## src/design/kbr_pkg.sv

```systemverilog
// Package with shared constants, types and the arctangent table of the bicycle rollout.
package kbr_pkg;

  localparam int unsigned HorizonStepsDef = 32;
  localparam int unsigned CordicItersDef  = 16;

  localparam int unsigned NumRegs  = 6;
  localparam int unsigned IdxW     = 3;
  localparam int unsigned DataW    = 32;

  // Register indexes
  localparam logic [IdxW-1:0] RegStartX   = 3'd0;
  localparam logic [IdxW-1:0] RegStartY   = 3'd1;
  localparam logic [IdxW-1:0] RegStartPsi = 3'd2;
  localparam logic [IdxW-1:0] RegStartV   = 3'd3;
  localparam logic [IdxW-1:0] RegDt       = 3'd4;
  localparam logic [IdxW-1:0] RegInvL     = 3'd5;

  localparam logic [15:0] DtReset   = 16'd3277;
  localparam logic [15:0] InvLReset = 16'd24545;

  // Angle constants in Q16
  localparam logic [19:0] TwoPi  = 20'd411775;
  localparam logic [19:0] Pi     = 20'd205887;
  localparam logic [19:0] HalfPi = 20'd102944;
  localparam logic [3:0]  ModTopShift = 4'd13;

  localparam logic signed [33:0] CordicGain = 34'sd652032874;

  // Serial multiplier widths
  localparam int unsigned MulAW = 35;
  localparam int unsigned MulBW = 34;
  localparam int unsigned MulPW = MulAW + MulBW;
  localparam int unsigned MulNW = 6;

  typedef struct packed {
    logic             start;
    logic [MulNW-1:0] nbits;
  } mul_req_t;

  function automatic logic [29:0] atan_q30(input logic [4:0] i);
    logic [29:0] r;
    unique case (i)
      5'd0:  r = 30'd843314856;
      5'd1:  r = 30'd497837829;
      5'd2:  r = 30'd263043836;
      5'd3:  r = 30'd133525158;
      5'd4:  r = 30'd67021686;
      5'd5:  r = 30'd33543515;
      5'd6:  r = 30'd16775850;
      5'd7:  r = 30'd8388437;
      5'd8:  r = 30'd4194282;
      5'd9:  r = 30'd2097149;
      5'd10: r = 30'd1048575;
      5'd11: r = 30'd524287;
      5'd12: r = 30'd262143;
      5'd13: r = 30'd131071;
      5'd14: r = 30'd65535;
      5'd15: r = 30'd32767;
      5'd16: r = 30'd16383;
      5'd17: r = 30'd8191;
      5'd18: r = 30'd4095;
      5'd19: r = 30'd2047;
      5'd20: r = 30'd1023;
      5'd21: r = 30'd511;
      5'd22: r = 30'd255;
      5'd23: r = 30'd127;
      default: r = 30'd0;
    endcase
    return r;
  endfunction

endpackage

```

## src/design/kbr_in_if.sv

```systemverilog
// Input channel: one step's steering and acceleration command.
interface kbr_in_if;
  logic               valid;
  logic               ready;
  logic signed [15:0] steer_angle;
  logic signed [17:0] accel;
  logic               start_req;

  modport source(output valid, steer_angle, accel, start_req, input ready);
  modport sink(input valid, steer_angle, accel, start_req, output ready);
endinterface

```

## src/design/kbr_out_if.sv

```systemverilog
// Output channel: predicted pose after one step.
interface kbr_out_if;
  logic               valid;
  logic               ready;
  logic signed [31:0] pos_x;
  logic signed [31:0] pos_y;
  logic signed [31:0] heading;
  logic signed [31:0] speed;
  logic               horizon_end;
  logic               saturated;

  modport source(output valid, pos_x, pos_y, heading, speed, horizon_end, saturated,
                 input ready);
  modport sink(input valid, pos_x, pos_y, heading, speed, horizon_end, saturated,
               output ready);
endinterface

```

## src/design/kbr_smul.sv

```systemverilog
// Bit-serial signed shift-add multiplier, one multiplier bit per cycle.
module kbr_smul (
  input  logic                                clk_i,
  input  logic                                rst_ni,
  input  kbr_pkg::mul_req_t                   req_i,
  input  logic signed [kbr_pkg::MulAW-1:0]    a_i,
  input  logic signed [kbr_pkg::MulBW-1:0]    b_i,
  output logic                                done_o,
  output logic signed [kbr_pkg::MulPW-1:0]    prod_o
);

  logic                               busy_q, busy_d;
  logic                               done_q, done_d;
  logic [kbr_pkg::MulNW-1:0]          cnt_q, cnt_d, nb_q, nb_d;
  logic signed [kbr_pkg::MulPW-1:0]   acc_q, acc_d, ash_q, ash_d;
  logic [kbr_pkg::MulBW-1:0]          b_q, b_d;
  logic                               last;

  assign last = (cnt_q == nb_q - kbr_pkg::MulNW'(1));

  // Advance one bit of the multiplier; the top bit carries negative weight
  always_comb begin
    busy_d = busy_q;
    done_d = 1'b0;
    cnt_d  = cnt_q;
    nb_d   = nb_q;
    acc_d  = acc_q;
    ash_d  = ash_q;
    b_d    = b_q;
    if (req_i.start) begin
      busy_d = 1'b1;
      cnt_d  = '0;
      nb_d   = req_i.nbits;
      acc_d  = '0;
      ash_d  = kbr_pkg::MulPW'(a_i);
      b_d    = b_i;
    end else if (busy_q) begin
      if (b_q[0]) begin
        acc_d = last ? acc_q - ash_q : acc_q + ash_q;
      end
      ash_d = ash_q <<< 1;
      b_d   = b_q >> 1;
      cnt_d = cnt_q + kbr_pkg::MulNW'(1);
      if (last) begin
        busy_d = 1'b0;
        done_d = 1'b1;
      end
    end
  end

  always_ff @(posedge clk_i or negedge rst_ni) begin
    if (!rst_ni) begin
      busy_q <= 1'b0;
      done_q <= 1'b0;
      cnt_q  <= '0;
      nb_q   <= '0;
    end else begin
      busy_q <= busy_d;
      done_q <= done_d;
      cnt_q  <= cnt_d;
      nb_q   <= nb_d;
    end
  end

  always_ff @(posedge clk_i) begin
    acc_q <= acc_d;
    ash_q <= ash_d;
    b_q   <= b_d;
  end

  assign done_o = done_q;
  assign prod_o = acc_q;

endmodule

```

## src/design/kinematic_bicycle_rollout.sv

```systemverilog
// Top level of the kinematic bicycle rollout: one forward-Euler pose step per item.
//
// Each item is accepted in the idle state, then the heading is reduced
// modulo 2*pi (one restoring subtract a cycle), fixed up and rotated by
// CORDIC_ITERS CORDIC iterations, then eight products run on one
// bit-serial multiplier that consumes one multiplier bit a cycle
// (34+17+34+17+16+17+17+17 bits, with a handoff for each). The sum and
// clip are combinational; their result is registered in the cycle in
// which the last product finishes, as long as the output register is free;
// while it still holds an untaken pose, the item waits in its last state.
// One item is worked on at a time; the finished pose sits in an output
// register, so the next item is taken while it waits. A set start_req
// reloads the pose from the start registers before its step and clears the
// step counter.
module kinematic_bicycle_rollout #(
  parameter int unsigned HORIZON_STEPS = kbr_pkg::HorizonStepsDef,
  parameter int unsigned CORDIC_ITERS  = kbr_pkg::CordicItersDef
) (
  input  logic                         clk_i,
  input  logic                         rst_ni,
  input  logic                         cfg_we_i,
  input  logic [kbr_pkg::IdxW-1:0]     cfg_idx_i,
  input  logic [kbr_pkg::DataW-1:0]    cfg_data_i,
  kbr_in_if.sink                       in_ch,
  kbr_out_if.source                    out_ch
);

  localparam int unsigned SW = (HORIZON_STEPS > 1) ? $clog2(HORIZON_STEPS) : 1;
  localparam int unsigned IW = (CORDIC_ITERS > 1) ? $clog2(CORDIC_ITERS) : 1;
  localparam int unsigned AW = kbr_pkg::MulAW;
  localparam int unsigned BW = kbr_pkg::MulBW;
  localparam int unsigned PW = kbr_pkg::MulPW;

  // Signed angle constants for the fold into [-pi/2, pi/2]
  localparam logic signed [20:0] TwoPiS  = 21'(kbr_pkg::TwoPi);
  localparam logic signed [20:0] PiS     = 21'(kbr_pkg::Pi);
  localparam logic signed [20:0] HalfPiS = 21'(kbr_pkg::HalfPi);

  typedef enum logic [5:0] {
    S_IDLE = 6'b000001,
    S_MOD  = 6'b000010,
    S_FIX  = 6'b000100,
    S_CORD = 6'b001000,
    S_MUL  = 6'b010000,
    S_OUT  = 6'b100000
  } state_e;

  state_e state_q, state_d;

  // Configuration registers
  logic signed [31:0] sx_q, sy_q, spsi_q, sv_q;
  logic [15:0]        dt_q, invl_q;

  // Pose and step
  logic signed [31:0] cx_q, cy_q, cpsi_q, cv_q;
  logic [SW-1:0]      step_q;

  // Item operands and intermediates
  logic signed [15:0] delta_q;
  logic signed [17:0] accel_q;
  logic [31:0]        rem_q;
  logic               neg_q;
  logic [3:0]         k_q;
  logic signed [33:0] x_q, y_q;
  logic signed [32:0] z_q;
  logic               flip_q;
  logic [IW-1:0]      it_q;
  logic [2:0]         op_q;
  logic               issued_q;
  logic signed [AW-1:0] t_q, dx_q, dy_q, dpsi_q;

  // Output register
  logic               ov_q;
  logic signed [31:0] ox_q, oy_q, opsi_q, ovv_q;
  logic               oend_q, osat_q;

  logic accept;
  assign accept      = in_ch.valid && in_ch.ready;
  assign in_ch.ready = (state_q == S_IDLE);

  // Write configuration; out-of-range indexes fall through
  always_ff @(posedge clk_i or negedge rst_ni) begin
    if (!rst_ni) begin
      sx_q   <= '0;
      sy_q   <= '0;
      spsi_q <= '0;
      sv_q   <= '0;
      dt_q   <= kbr_pkg::DtReset;
      invl_q <= kbr_pkg::InvLReset;
    end else if (cfg_we_i) begin
      unique case (cfg_idx_i)
        kbr_pkg::RegStartX:   sx_q   <= cfg_data_i;
        kbr_pkg::RegStartY:   sy_q   <= cfg_data_i;
        kbr_pkg::RegStartPsi: spsi_q <= cfg_data_i;
        kbr_pkg::RegStartV:   sv_q   <= cfg_data_i;
        kbr_pkg::RegDt:       dt_q   <= cfg_data_i[15:0];
        kbr_pkg::RegInvL:     invl_q <= cfg_data_i[15:0];
        default: ;
      endcase
    end
  end

  // Serial multiplier and its operand select
  kbr_pkg::mul_req_t  mreq;
  logic signed [AW-1:0] ma;
  logic signed [BW-1:0] mb;
  logic                 mdone;
  logic signed [PW-1:0] mprod;
  logic signed [AW-1:0] mres;
  logic signed [BW-1:0] bdt;

  assign bdt = BW'({1'b0, dt_q});

  always_comb begin
    ma         = AW'(cv_q);
    mb         = bdt;
    mreq.nbits = kbr_pkg::MulNW'(17);
    mres       = mprod[16 +: AW];
    unique case (op_q)
      3'd0: begin mb = x_q; mreq.nbits = kbr_pkg::MulNW'(BW); mres = mprod[30 +: AW]; end
      3'd1: begin ma = t_q; end
      3'd2: begin mb = y_q; mreq.nbits = kbr_pkg::MulNW'(BW); mres = mprod[30 +: AW]; end
      3'd3: begin ma = t_q; end
      3'd4: begin mb = BW'(delta_q); mreq.nbits = kbr_pkg::MulNW'(16); end
      3'd5: begin ma = t_q; mb = BW'({1'b0, invl_q}); end
      3'd6: begin ma = t_q; end
      3'd7: begin ma = AW'(accel_q); end
      default: ;
    endcase
    mreq.start = (state_q == S_MUL || state_q == S_OUT) && !issued_q;
  end

  kbr_smul u_smul (
    .clk_i  (clk_i),
    .rst_ni (rst_ni),
    .req_i  (mreq),
    .a_i    (ma),
    .b_i    (mb),
    .done_o (mdone),
    .prod_o (mprod)
  );

  // Reduction step, fix-up and CORDIC datapath
  logic [32:0]        sub;
  logic [32:0]        trial;
  logic signed [20:0] r0, r1, r2;
  logic               fl;
  logic signed [33:0] xs, ys;
  logic signed [32:0] at;
  logic               last_it;

  assign sub     = 33'(kbr_pkg::TwoPi) << k_q;
  assign trial   = {1'b0, rem_q} - sub;
  assign xs      = x_q >>> it_q;
  assign ys      = y_q >>> it_q;
  assign at      = 33'(kbr_pkg::atan_q30(5'(it_q)));
  assign last_it = (it_q == IW'(CORDIC_ITERS - 1));

  always_comb begin
    r0 = (neg_q && rem_q != '0) ? TwoPiS - 21'(rem_q) : 21'(rem_q);
    r1 = (r0 > PiS) ? r0 - TwoPiS : r0;
    fl = 1'b0;
    r2 = r1;
    if (r1 > HalfPiS) begin
      r2 = r1 - PiS;
      fl = 1'b1;
    end else if (r1 < -HalfPiS) begin
      r2 = r1 + PiS;
      fl = 1'b1;
    end
  end

  // Sum and clip the new pose
  logic signed [35:0] sumx, sumy, sump, sumv;
  logic signed [31:0] nx, ny, np, nv;
  logic               sat_any;
  logic               out_free;
  logic               last_step;

  function automatic logic signed [31:0] clip(input logic signed [35:0] s);
    logic signed [31:0] r;
    if (s > 36'sh07FFFFFFF)      r = 32'sh7FFFFFFF;
    else if (s < -36'sh080000000) r = 32'sh80000000;
    else                          r = s[31:0];
    return r;
  endfunction

  assign sumx = 36'(cx_q) + 36'(dx_q);
  assign sumy = 36'(cy_q) + 36'(dy_q);
  assign sump = 36'(cpsi_q) + 36'(dpsi_q);
  assign sumv = 36'(cv_q) + 36'(mres);
  assign nx   = clip(sumx);
  assign ny   = clip(sumy);
  assign np   = clip(sump);
  assign nv   = clip(sumv);
  assign sat_any = (36'(nx) != sumx) || (36'(ny) != sumy)
                || (36'(np) != sump) || (36'(nv) != sumv);
  assign out_free  = !ov_q || out_ch.ready;
  assign last_step = (step_q == SW'(HORIZON_STEPS - 1));

  // Sequence one item
  always_comb begin
    state_d = state_q;
    unique case (state_q)
      S_IDLE: if (accept) state_d = S_MOD;
      S_MOD:  if (k_q == '0) state_d = S_FIX;
      S_FIX:  state_d = S_CORD;
      S_CORD: if (last_it) state_d = S_MUL;
      S_MUL:  if (mdone && op_q == 3'd6) state_d = S_OUT;
      S_OUT:  if (mdone && out_free) state_d = S_IDLE;
      default: state_d = S_IDLE;
    endcase
  end

  logic mdone_hold_q;
  logic mdone_eff;
  logic out_fire;
  assign mdone_eff = mdone || mdone_hold_q;
  assign out_fire  = (state_q == S_OUT) && mdone_eff && out_free;

  always_ff @(posedge clk_i or negedge rst_ni) begin
    if (!rst_ni) begin
      state_q      <= S_IDLE;
      cx_q         <= '0;
      cy_q         <= '0;
      cpsi_q       <= '0;
      cv_q         <= '0;
      step_q       <= '0;
      op_q         <= '0;
      issued_q     <= 1'b0;
      ov_q         <= 1'b0;
      k_q          <= '0;
      it_q         <= '0;
      mdone_hold_q <= 1'b0;
    end else begin
      // Raise valid on a new pose, drop it once taken
      if (out_fire) ov_q <= 1'b1;
      else if (out_ch.ready) ov_q <= 1'b0;
      unique case (state_q)
        S_IDLE: begin
          if (accept) begin
            if (in_ch.start_req) begin
              cx_q   <= sx_q;
              cy_q   <= sy_q;
              cpsi_q <= spsi_q;
              cv_q   <= sv_q;
              step_q <= '0;
            end
            k_q      <= kbr_pkg::ModTopShift;
            op_q     <= '0;
            issued_q <= 1'b0;
          end
          state_q <= state_d;
        end
        S_MOD: begin
          k_q     <= k_q - 4'd1;
          state_q <= state_d;
        end
        S_FIX: begin
          it_q    <= '0;
          state_q <= state_d;
        end
        S_CORD: begin
          it_q    <= it_q + IW'(1);
          state_q <= state_d;
        end
        S_MUL: begin
          issued_q <= !mdone;
          if (mdone) op_q <= op_q + 3'd1;
          state_q <= state_d;
        end
        S_OUT: begin
          issued_q <= 1'b1;
          if (out_fire) begin
            mdone_hold_q <= 1'b0;
            cx_q   <= nx;
            cy_q   <= ny;
            cpsi_q <= np;
            cv_q   <= nv;
            step_q <= last_step ? '0 : step_q + SW'(1);
            state_q <= S_IDLE;
          end else if (mdone) begin
            mdone_hold_q <= 1'b1;
          end
        end
        default: state_q <= S_IDLE;
      endcase
    end
  end

  // Datapath registers
  logic signed [31:0] h_src;
  assign h_src = in_ch.start_req ? spsi_q : cpsi_q;

  always_ff @(posedge clk_i) begin
    if (accept) begin
      delta_q <= in_ch.steer_angle;
      accel_q <= in_ch.accel;
      neg_q   <= h_src[31];
      rem_q   <= h_src[31] ? 32'(~h_src) + 32'd1 : h_src;
    end
    if (state_q == S_MOD && !trial[32]) rem_q <= trial[31:0];
    if (state_q == S_FIX) begin
      x_q    <= kbr_pkg::CordicGain;
      y_q    <= '0;
      z_q    <= 33'(r2) <<< 14;
      flip_q <= fl;
    end
    if (state_q == S_CORD) begin
      if (!z_q[32]) begin
        x_q <= last_it && flip_q ? -(x_q - ys) : x_q - ys;
        y_q <= last_it && flip_q ? -(y_q + xs) : y_q + xs;
        z_q <= z_q - at;
      end else begin
        x_q <= last_it && flip_q ? -(x_q + ys) : x_q + ys;
        y_q <= last_it && flip_q ? -(y_q - xs) : y_q - xs;
        z_q <= z_q + at;
      end
    end
    if (state_q == S_MUL && mdone) begin
      unique case (op_q)
        3'd1:    dx_q   <= mres;
        3'd3:    dy_q   <= mres;
        3'd6:    dpsi_q <= mres;
        default: t_q    <= mres;
      endcase
    end
    if (state_q == S_OUT && mdone) t_q <= mres;
    if (out_fire) begin
      ox_q   <= nx;
      oy_q   <= ny;
      opsi_q <= np;
      ovv_q  <= nv;
      oend_q <= last_step;
      osat_q <= sat_any;
    end
  end

  assign out_ch.valid       = ov_q;
  assign out_ch.pos_x       = ox_q;
  assign out_ch.pos_y       = oy_q;
  assign out_ch.heading     = opsi_q;
  assign out_ch.speed       = ovv_q;
  assign out_ch.horizon_end = oend_q;
  assign out_ch.saturated   = osat_q;

`ifndef SYNTHESIS
  a_accept_starts: assert property (@(posedge clk_i) disable iff (!rst_ni)
    accept |=> state_q == S_MOD)
    else $error("accepted item did not start reduction");
  a_done_in_mul: assert property (@(posedge clk_i) disable iff (!rst_ni)
    mdone |-> (state_q == S_MUL || state_q == S_OUT))
    else $error("multiplier finished outside the product phase");
  a_step_range: assert property (@(posedge clk_i) disable iff (!rst_ni)
    step_q <= SW'(HORIZON_STEPS - 1))
    else $error("step counter out of horizon");
  a_no_overwrite: assert property (@(posedge clk_i) disable iff (!rst_ni)
    (ov_q && !out_ch.ready) |=> ov_q && $stable(ox_q))
    else $error("pending result overwritten");
`endif

endmodule

```

## src/flat_wrapper.sv

```systemverilog
// flat-port wrapper written by rule: the top's interface ports become plain ports
module kinematic_bicycle_rollout_flat 
#(
  parameter int unsigned HORIZON_STEPS = kbr_pkg::HorizonStepsDef,
  parameter int unsigned CORDIC_ITERS  = kbr_pkg::CordicItersDef
)
  (clk_i, rst_ni, cfg_we_i, cfg_idx_i, cfg_data_i, in_ch_valid, in_ch_steer_angle, in_ch_accel, in_ch_start_req, in_ch_ready, out_ch_valid, out_ch_pos_x, out_ch_pos_y, out_ch_heading, out_ch_speed, out_ch_horizon_end, out_ch_saturated, out_ch_ready);
  kbr_in_if in_ch_i ();
  kbr_out_if out_ch_i ();
  input  logic clk_i;
  input  logic rst_ni;
  input  logic cfg_we_i;
  input  logic [kbr_pkg::IdxW-1:0] cfg_idx_i;
  input  logic [kbr_pkg::DataW-1:0] cfg_data_i;
  input wire logic [$bits(in_ch_i.valid)-1:0] in_ch_valid;
  input wire logic [$bits(in_ch_i.steer_angle)-1:0] in_ch_steer_angle;
  input wire logic [$bits(in_ch_i.accel)-1:0] in_ch_accel;
  input wire logic [$bits(in_ch_i.start_req)-1:0] in_ch_start_req;
  output wire logic [$bits(in_ch_i.ready)-1:0] in_ch_ready;
  output wire logic [$bits(out_ch_i.valid)-1:0] out_ch_valid;
  output wire logic [$bits(out_ch_i.pos_x)-1:0] out_ch_pos_x;
  output wire logic [$bits(out_ch_i.pos_y)-1:0] out_ch_pos_y;
  output wire logic [$bits(out_ch_i.heading)-1:0] out_ch_heading;
  output wire logic [$bits(out_ch_i.speed)-1:0] out_ch_speed;
  output wire logic [$bits(out_ch_i.horizon_end)-1:0] out_ch_horizon_end;
  output wire logic [$bits(out_ch_i.saturated)-1:0] out_ch_saturated;
  input wire logic [$bits(out_ch_i.ready)-1:0] out_ch_ready;
  assign in_ch_i.valid = in_ch_valid;
  assign in_ch_i.steer_angle = in_ch_steer_angle;
  assign in_ch_i.accel = in_ch_accel;
  assign in_ch_i.start_req = in_ch_start_req;
  assign in_ch_ready = in_ch_i.ready;
  assign out_ch_valid = out_ch_i.valid;
  assign out_ch_pos_x = out_ch_i.pos_x;
  assign out_ch_pos_y = out_ch_i.pos_y;
  assign out_ch_heading = out_ch_i.heading;
  assign out_ch_speed = out_ch_i.speed;
  assign out_ch_horizon_end = out_ch_i.horizon_end;
  assign out_ch_saturated = out_ch_i.saturated;
  assign out_ch_i.ready = out_ch_ready;
  kinematic_bicycle_rollout #(.HORIZON_STEPS(HORIZON_STEPS), .CORDIC_ITERS(CORDIC_ITERS)) u_core (.clk_i(clk_i), .rst_ni(rst_ni), .cfg_we_i(cfg_we_i), .cfg_idx_i(cfg_idx_i), .cfg_data_i(cfg_data_i), .in_ch(in_ch_i), .out_ch(out_ch_i));
endmodule
```

## config.mk

```make
export PLATFORM = sky130hd
export DESIGN_NAME = kinematic_bicycle_rollout_flat
export DESIGN_NICKNAME = d
export VERILOG_FILES = /design/src/design/kbr_pkg.sv /design/src/design/kbr_in_if.sv /design/src/design/kbr_out_if.sv /design/src/design/kbr_smul.sv /design/src/design/kinematic_bicycle_rollout.sv /design/src/flat_wrapper.sv
export SDC_FILE = /design/constraint.sdc
export NUM_CORES = 2
export LEC_CHECK = 0
export BUFFER_PORTS_ARGS = -buffer_cell sky130_fd_sc_hd__buf_2
export CORE_MARGIN = 8
export CORE_UTILIZATION = 25
export CTS_BUF_LIST = sky130_fd_sc_hd__clkbuf_16
export CTS_CLUSTER_DIAMETER = 120
export DETAILED_ROUTE_END_ITERATION = 8
export PLACE_DENSITY_LB_ADDON = 0.25
export SKIP_CTS_REPAIR_TIMING = 1
export SLEW_MARGIN = 20
export SYNTH_ARGS = -nofsm -noshare
export SYNTH_HDL_FRONTEND = slang
export SYNTH_SLANG_ARGS = --single-unit
```

## constraint.sdc

```tcl
create_clock -name clk_i -period 16.51 [get_ports clk_i]
set_clock_uncertainty 0.15 [all_clocks]
set_input_delay 1.651 -clock clk_i [delete_from_list [all_inputs] [get_ports clk_i]]
set_output_delay 1.651 -clock clk_i [all_outputs]
set_load 0.02 [all_outputs]
```

==> Word level (Yosys, flattened, before mapping) <==
Memories as Yosys holds them, arrays and structs flattened.
Cells that the tools add are included.
{ "totals": {"regBits": 938, "ram_bits": 0, "n_memories": 1, "mem_bits_ro": 480, "out_inout_bits": 132, "in_bits": 75, "latchBits": 0} }
{ "classes": {"n_shift": 3, "n_reduce_logical": 56, "n_bitwise": 1, "magnitude_cmp": 11, "muxes": 89, "n_div": 0, "mul": 0, "n_addsub": 28, "n_eq_ne": 34} }
{ "memory_table": {"columns": ["memory", "depth", "width", "rd", "rd_clocked_by_memory_dff", "write_ports", "line_no", "source"], "rows": [
  ["(no name shown)", 16, 30, 1, 0, 0, "kbr_pkg.sv:43", "unique case (i)"]
]} }
{ "ops": {"columns": ["cell", "n"], "rows": [
  ["$mux 32", 23],
  ["$mux 34", 12],
  ["$pmux 32 s2", 4],
  ["$mux 69", 3],
  ["$add 32x35->36", 4],
  ["$gt 36x32->1 const B", 4],
  ["$lt 36x32->1 const B", 4],
  ["$ne 32x36->1", 4],
  ["$mux 35", 4],
  ["$neg 34->34", 4],
  ["$pmux 34 s4", 1],
  ["$mux 33", 3],
  ["$pmux 35 s2", 1],
  ["$add 69x69->69", 1],
  ["$sub 69x69->69", 1],
  ["$add 34x34->34", 2],
  ["$sshr 34x4->34", 2],
  ["$sub 34x34->34", 2],
  ["$mux 21", 2],
  ["$mux 6", 7],
  ["$mux 19", 2],
  ["$add 33x31->33", 1],
  ["$shl 19x4->33 const A", 1],
  ["$sub 32x33->33", 1],
  ["58 further kinds", 129]
]} }

==> Logic depth before layout (Yosys ltp) <==
{ "depth": {"ltp_word": 10, "ltp_mapped": 29, "mapped_depth_nobuf": 27} }

==> By module <==
A second synthesis with hierarchy kept.
{ "unflattened": {"hier_cells": 7883, "hier_area_um2": 71247.1} }
{ "by_module_without_submodules": {"columns": ["mod", "instances", "cells_each", "seq_area_each_um2", "area_each_um2"], "rows": [
  ["kinematic_bicycle_rollout", 1, 6452, 21037.7, 58408.5],
  ["kbr_smul", 1, 1431, 4824.6, 12838.6]
]} }

==> Worst setup path before layout <==
Ideal clock, no wire load.
{ "synth_timing": {"path_type": "register to register", "startpoint": "register u_core.it_q[0]", "endpoint": "register u_core.y_q[32] (data pin)", "stages_incl_launch_ff": 26, "path_slack_ps": 9313, "n_path_buf": 4, "arrival_ps": 6771, "setup_time_ps": 276, "path_cell_list": "dfrtp_1 > buf_1 > clkbuf_1 > clkbuf_1 > buf_1 > nand2_1 > o21ai_0 > a21oi_1 > o21ai_0 > ha_1 > fa_1 > nor2b_4 > o21a_1 > or3_1 > and2_4 > or4_4 > a2111o_1 > nor3b_4 > or4b_4 > nor3_4 > nand4bb_2 > or4b_4 > nor4_2 > a31oi_1 > xnor2_1 > a211oi_1"} }
{ "synth_between": {"elab_chain_cells": 6, "word_cells_on_any_way": 11, "classes_between": "4 x add/sub; 1 x eq/ne; 1 x shift; 4 x mux; 1 x reduce/logical"} }
{ "synth_lines": {"columns": ["element", "line_no", "source"], "rows": [
  ["start: declaration", "kinematic_bicycle_rollout.sv:67", "logic [IW-1:0] it_q;"],
  ["start signal: assignment", "kinematic_bicycle_rollout.sv:264", "it_q <= it_q + IW'(1);"],
  ["$sshr 34x4->34", "kinematic_bicycle_rollout.sv:154", "assign xs = x_q >>> it_q;"],
  ["$add 34x34->34 / $sub 34x34->34 (equally long branches)", "kinematic_bicycle_rollout.sv:312, kinematic_bicycle_rollout.sv:316", null],
  ["$neg 34->34, on equally long branches", "kinematic_bicycle_rollout.sv:312, kinematic_bicycle_rollout.sv:316", null],
  ["$mux 34, on equally long branches", "kinematic_bicycle_rollout.sv:312, kinematic_bicycle_rollout.sv:316", null],
  ["$mux 34 (*)", "kinematic_bicycle_rollout.sv:310", "if (!z_q[32]) begin"],
  ["$mux 34 (*)", "kinematic_bicycle_rollout.sv:309", "if (state_q == S_CORD) begin"],
  ["end signal: assignment", "kinematic_bicycle_rollout.sv:312", "y_q <= last_it && flip_q ? -(y_q + xs) : y_q + xs;"],
  ["end signal: assignment", "kinematic_bicycle_rollout.sv:316", "y_q <= last_it && flip_q ? -(y_q - xs) : y_q - xs;"],
  ["end: declaration", "kinematic_bicycle_rollout.sv:64", "logic signed [33:0] x_q, y_q;"]
]} }
Every way passes the cells marked *; elsewhere a longest branch is shown, timed or not.
A chain may end at the register's enable or synchronous reset.

==> Final worst setup path <==
{ "layout_timing": {"startpoint": "register u_core.it_q[1]", "endpoint": "register u_core.y_q[32] (data pin)"} }
Same word-level chain as after synthesis.

==> impl_metrics.yaml <==
outcome:
  status: "completed"
die:
  die_w_um: 538
  dieArea_sq_um: 290000
  rows: 191
  initial_core_util_pct: 25.1
  core_area_sq_um: 271000
  io_pins: 207
  fp.dieH_um: 538
min_path:
  worstHoldPathType: "reg2reg"
routing:
  ant_nets: 0
  drtIter0Drc: 4464
  drc: 0
  drtPass1Iterations: 6
  wl_um: 247000
  viasPerCell: 5.20
  vias: 58000
  post_drt_wl_per_cell_um: 22.1
timing:
  setup_tns_ns: 0
  clock.fmax_ghz: 0.120
  period_share_pct: 50.5
  slew_violations: 0
  hold_violations: 0
  finalCriticalPeriod_ns: 8.34
  rsz0062_at_grt: "false"
  tightest_slew_ns: 1.08
  max_slew_margin_pct: 28.1
  final-setup-viol-count: 0
  fin_hold_ws_ns: 0.305
power_and_ir_drop:
  ir_drop_uv: 116
  seqPwrFrac_pct: 23.0
  p_comb_share_pct: 61.2
  switching_share_pct: 48.0
  clkPwrFrac_pct: 15.9
  p_int_mw: 8.70
  power_density_nw_per_um2: 217
  p_leak_nw: 30.7
  p_sw_mw: 8.04
synth:
  yosysWarnings: 0
  synthesis.instances: 7456
  synth_fp_nets: 7979
  synthTopCellsByArea: "edfxtp_1, dfrtp_1, ha_1, xnor2_1, nand2_1"
  ys_types: 110
  ys_ff_latch: 927
  synth_seq_area_share_pct: 37.5
  yosys.area.top_type_share_pct: 23.7
  synth.avg_cell_area_sq_um: 9.14
  synthArstFlopShare_pct: 35.0
  syn_area_sq_um: 68200
  synth_edf_count: 538
  synth_top_cell_by_area: "edfxtp_1"
  synthFlopType: "edfxtp_1"
clocking:
  cts_root_buffer: "clkbuf_16"
  clock_latency_ns: 0.82
  clk_path_buf_depth: 3
  h-tree-depth: 3
  numCtsBuffers: 114
  cts_tree: "done"
  cts.sinks: 927
  cts.clk_slew.worst_paths_ns: 0.06
setup_path:
  rr_endpoint: "u_core.y_q[32]"
  critPathArrivalTime_ns: 8.60
  crit_path_end: "u_core.y_q[32]"
  cp-end-kind: "flop"
  reg2reg_from: "u_core.it_q[1]"
  start_kind: "flop"
  r2r_slack_ns: 8.17
  required_ns: 16.77
  crit_start: "u_core.it_q[1]"
  path_class: "reg2reg"
  crit_path_max_fanout: 70
  reg2reg_depth: 23
cells_and_area:
  final_nets: 7995
  instances_no_fill: 11200
  final_common_cell: "nand2_1"
  area_growth_pct: 13.1
  final_cell_mix: "nand2_1, a21oi_1, o21ai_0, nor2_1, edfxtp_1"
  layout-drive-gt1-share_pct: 11.8
global_route:
  grt_antenna_before_repair: 24
  grt_pass1_vias: 56200
  grt_pass1_wl_um: 367000
  grtUsageTotal_pct: 16.3
  grt_overflow: 0
  grt_max_degree: 115
placement:
  hpwlAfterDp_um: 181000
  placed_cells: 10900
  routabilityCongestion: 0.890
  port_buffers: 206
job:
  cap_viol_max_count: 0
[cell type report]
class | instances | area (sq um)
well taps | 3570 | 4470
flip-flops and latches | 927 | 25600
inverters | 243 | 920
multi-input cells | 5896 | 40400
fillers | 28700 | 194000
clock inverters | 102 | 1050
diodes | 15 | 37.5
clock buffers | 116 | 2900
repair buffers | 290 | 1700
[power by group through the flow]
stage	sequential (mW)	clock [mW]	combinational, mW
6_report	3.84	2.66	10.2
2_1_floorplan	3.59	0	7.62
5_1_grt	3.91	2.82	11.3
4_1_cts	3.84	2.74	10.2
3_5_place_dp	3.89	0	10.1
3_3_place_gp	3.88	0	10.0
[how the worst min path moves through the flow]
| stage | slack [ns] | cells past startpoint | from | to |
|---|---|---|---|---|
| 2_1_floorplan | 0.29 | 2 | u_core.u_smul.prod_o[9] | u_core.u_smul.prod_o[9] |
| 3_3_place_gp | 0.29 | 2 | u_core.u_smul.prod_o[10] | u_core.u_smul.prod_o[10] |
| 3_5_place_dp | 0.30 | 2 | u_core.u_smul.prod_o[12] | u_core.u_smul.prod_o[12] |
| 4_1_cts | 0.31 | 2 | u_core.u_smul.prod_o[15] | u_core.u_smul.prod_o[15] |
| 5_1_grt | 0.33 | 2 | u_core.u_smul.prod_o[5] | u_core.u_smul.prod_o[5] |
| 6_report | 0.31 | 2 | u_core.u_smul.prod_o[12] | u_core.u_smul.prod_o[12] |
[cell families (layout without fill, tap and decap cells)]
kind of cell,after synthesis,after routing,share of synthesized area (%)
flip-flops,927,927,37.5
AND/OR/NAND/NOR,2291,2291,16.0
buffers and inverters,633,751,3.53
multiplexers,372,372,6.51
adder cells (fa/ha/maj),448,448,8.35
AO/OA/AOI/OAI,2211,2211,20.7
other,0,15,0
XOR/XNOR,574,574,7.38
[cells in the mapped netlist, types with 195 or more instances]
| library cell | number |
|---|---|
| dfrtp_1 | 306 |
| ha_1 | 437 |
| xor2_1 | 195 |
| a21o_1 | 220 |
| a21oi_1 | 596 |
| clkbuf_1 | 314 |
| xnor2_1 | 379 |
| nand2_1 | 818 |
| nor2_1 | 552 |
| o21ai_0 | 552 |
| inv_1 | 240 |
| edfxtp_1 | 538 |
| mux2_2 | 221 |
[metrics by stage]
| step | instance area (sq um) | util, % | total power [mW] | setup slack [ns] |
|---|---|---|---|---|
| global route | 77000 | 28.4 | 18.0 | 7.65 |
| floorplan | 68200 | - | 11.2 | 9.31 |
| finish | 77100 | 28.4 | 16.7 | 8.17 |
| detailed placement | 73000 | 27.0 | 14.0 | 8.44 |
| global placement | 73000 | 26.9 | 13.9 | 8.53 |
| CTS | 77000 | 28.4 | 16.8 | 8.31 |
[metal layers]
metal	global-route usage [%]	part of all wire (%)
met1	21.6	44
met2	27.1	46
met3	2.06	4.8
met4	6.28	4.4
met5	0	0
[sequential cells by signal (all words and copies together), names as in the netlist, 33 cells and up]
signal / cells
u_core.dy_q: 35
u_core.dx_q: 35
u_core.y_q: 34
u_core.u_smul.b_q: 34
u_core.z_q: 33
u_core.u_smul.prod_o: 65
u_core.x_q: 34
u_core.u_smul.ash_q: 65
u_core.t_q: 35
u_core.dpsi_q: 35
[worst max-delay path, stage by stage (launching register included)]
cell      delay, ns
dfrtp_4        0.55
buf_4          0.72
mux2_2         0.42
o21ai_0        0.24
mux2i_1        0.17
nand2_1        0.12
o21ai_0        0.19
ha_1           0.31
fa_1           0.40
nor2b_1        0.17
o21ai_0        0.25
nand3_1        0.18
a311o_1        0.45
or2_2          0.33
a311oi_1       0.41
xor2_1         0.18
nor4b_1        0.53
nor4b_1        0.81
and3_1         0.34
nand4_1        0.20
nor4b_1        0.41
nor3_1         0.08
nor3_1         0.22
a211oi_1       0.08
Power figures use the tool's default switching activity.
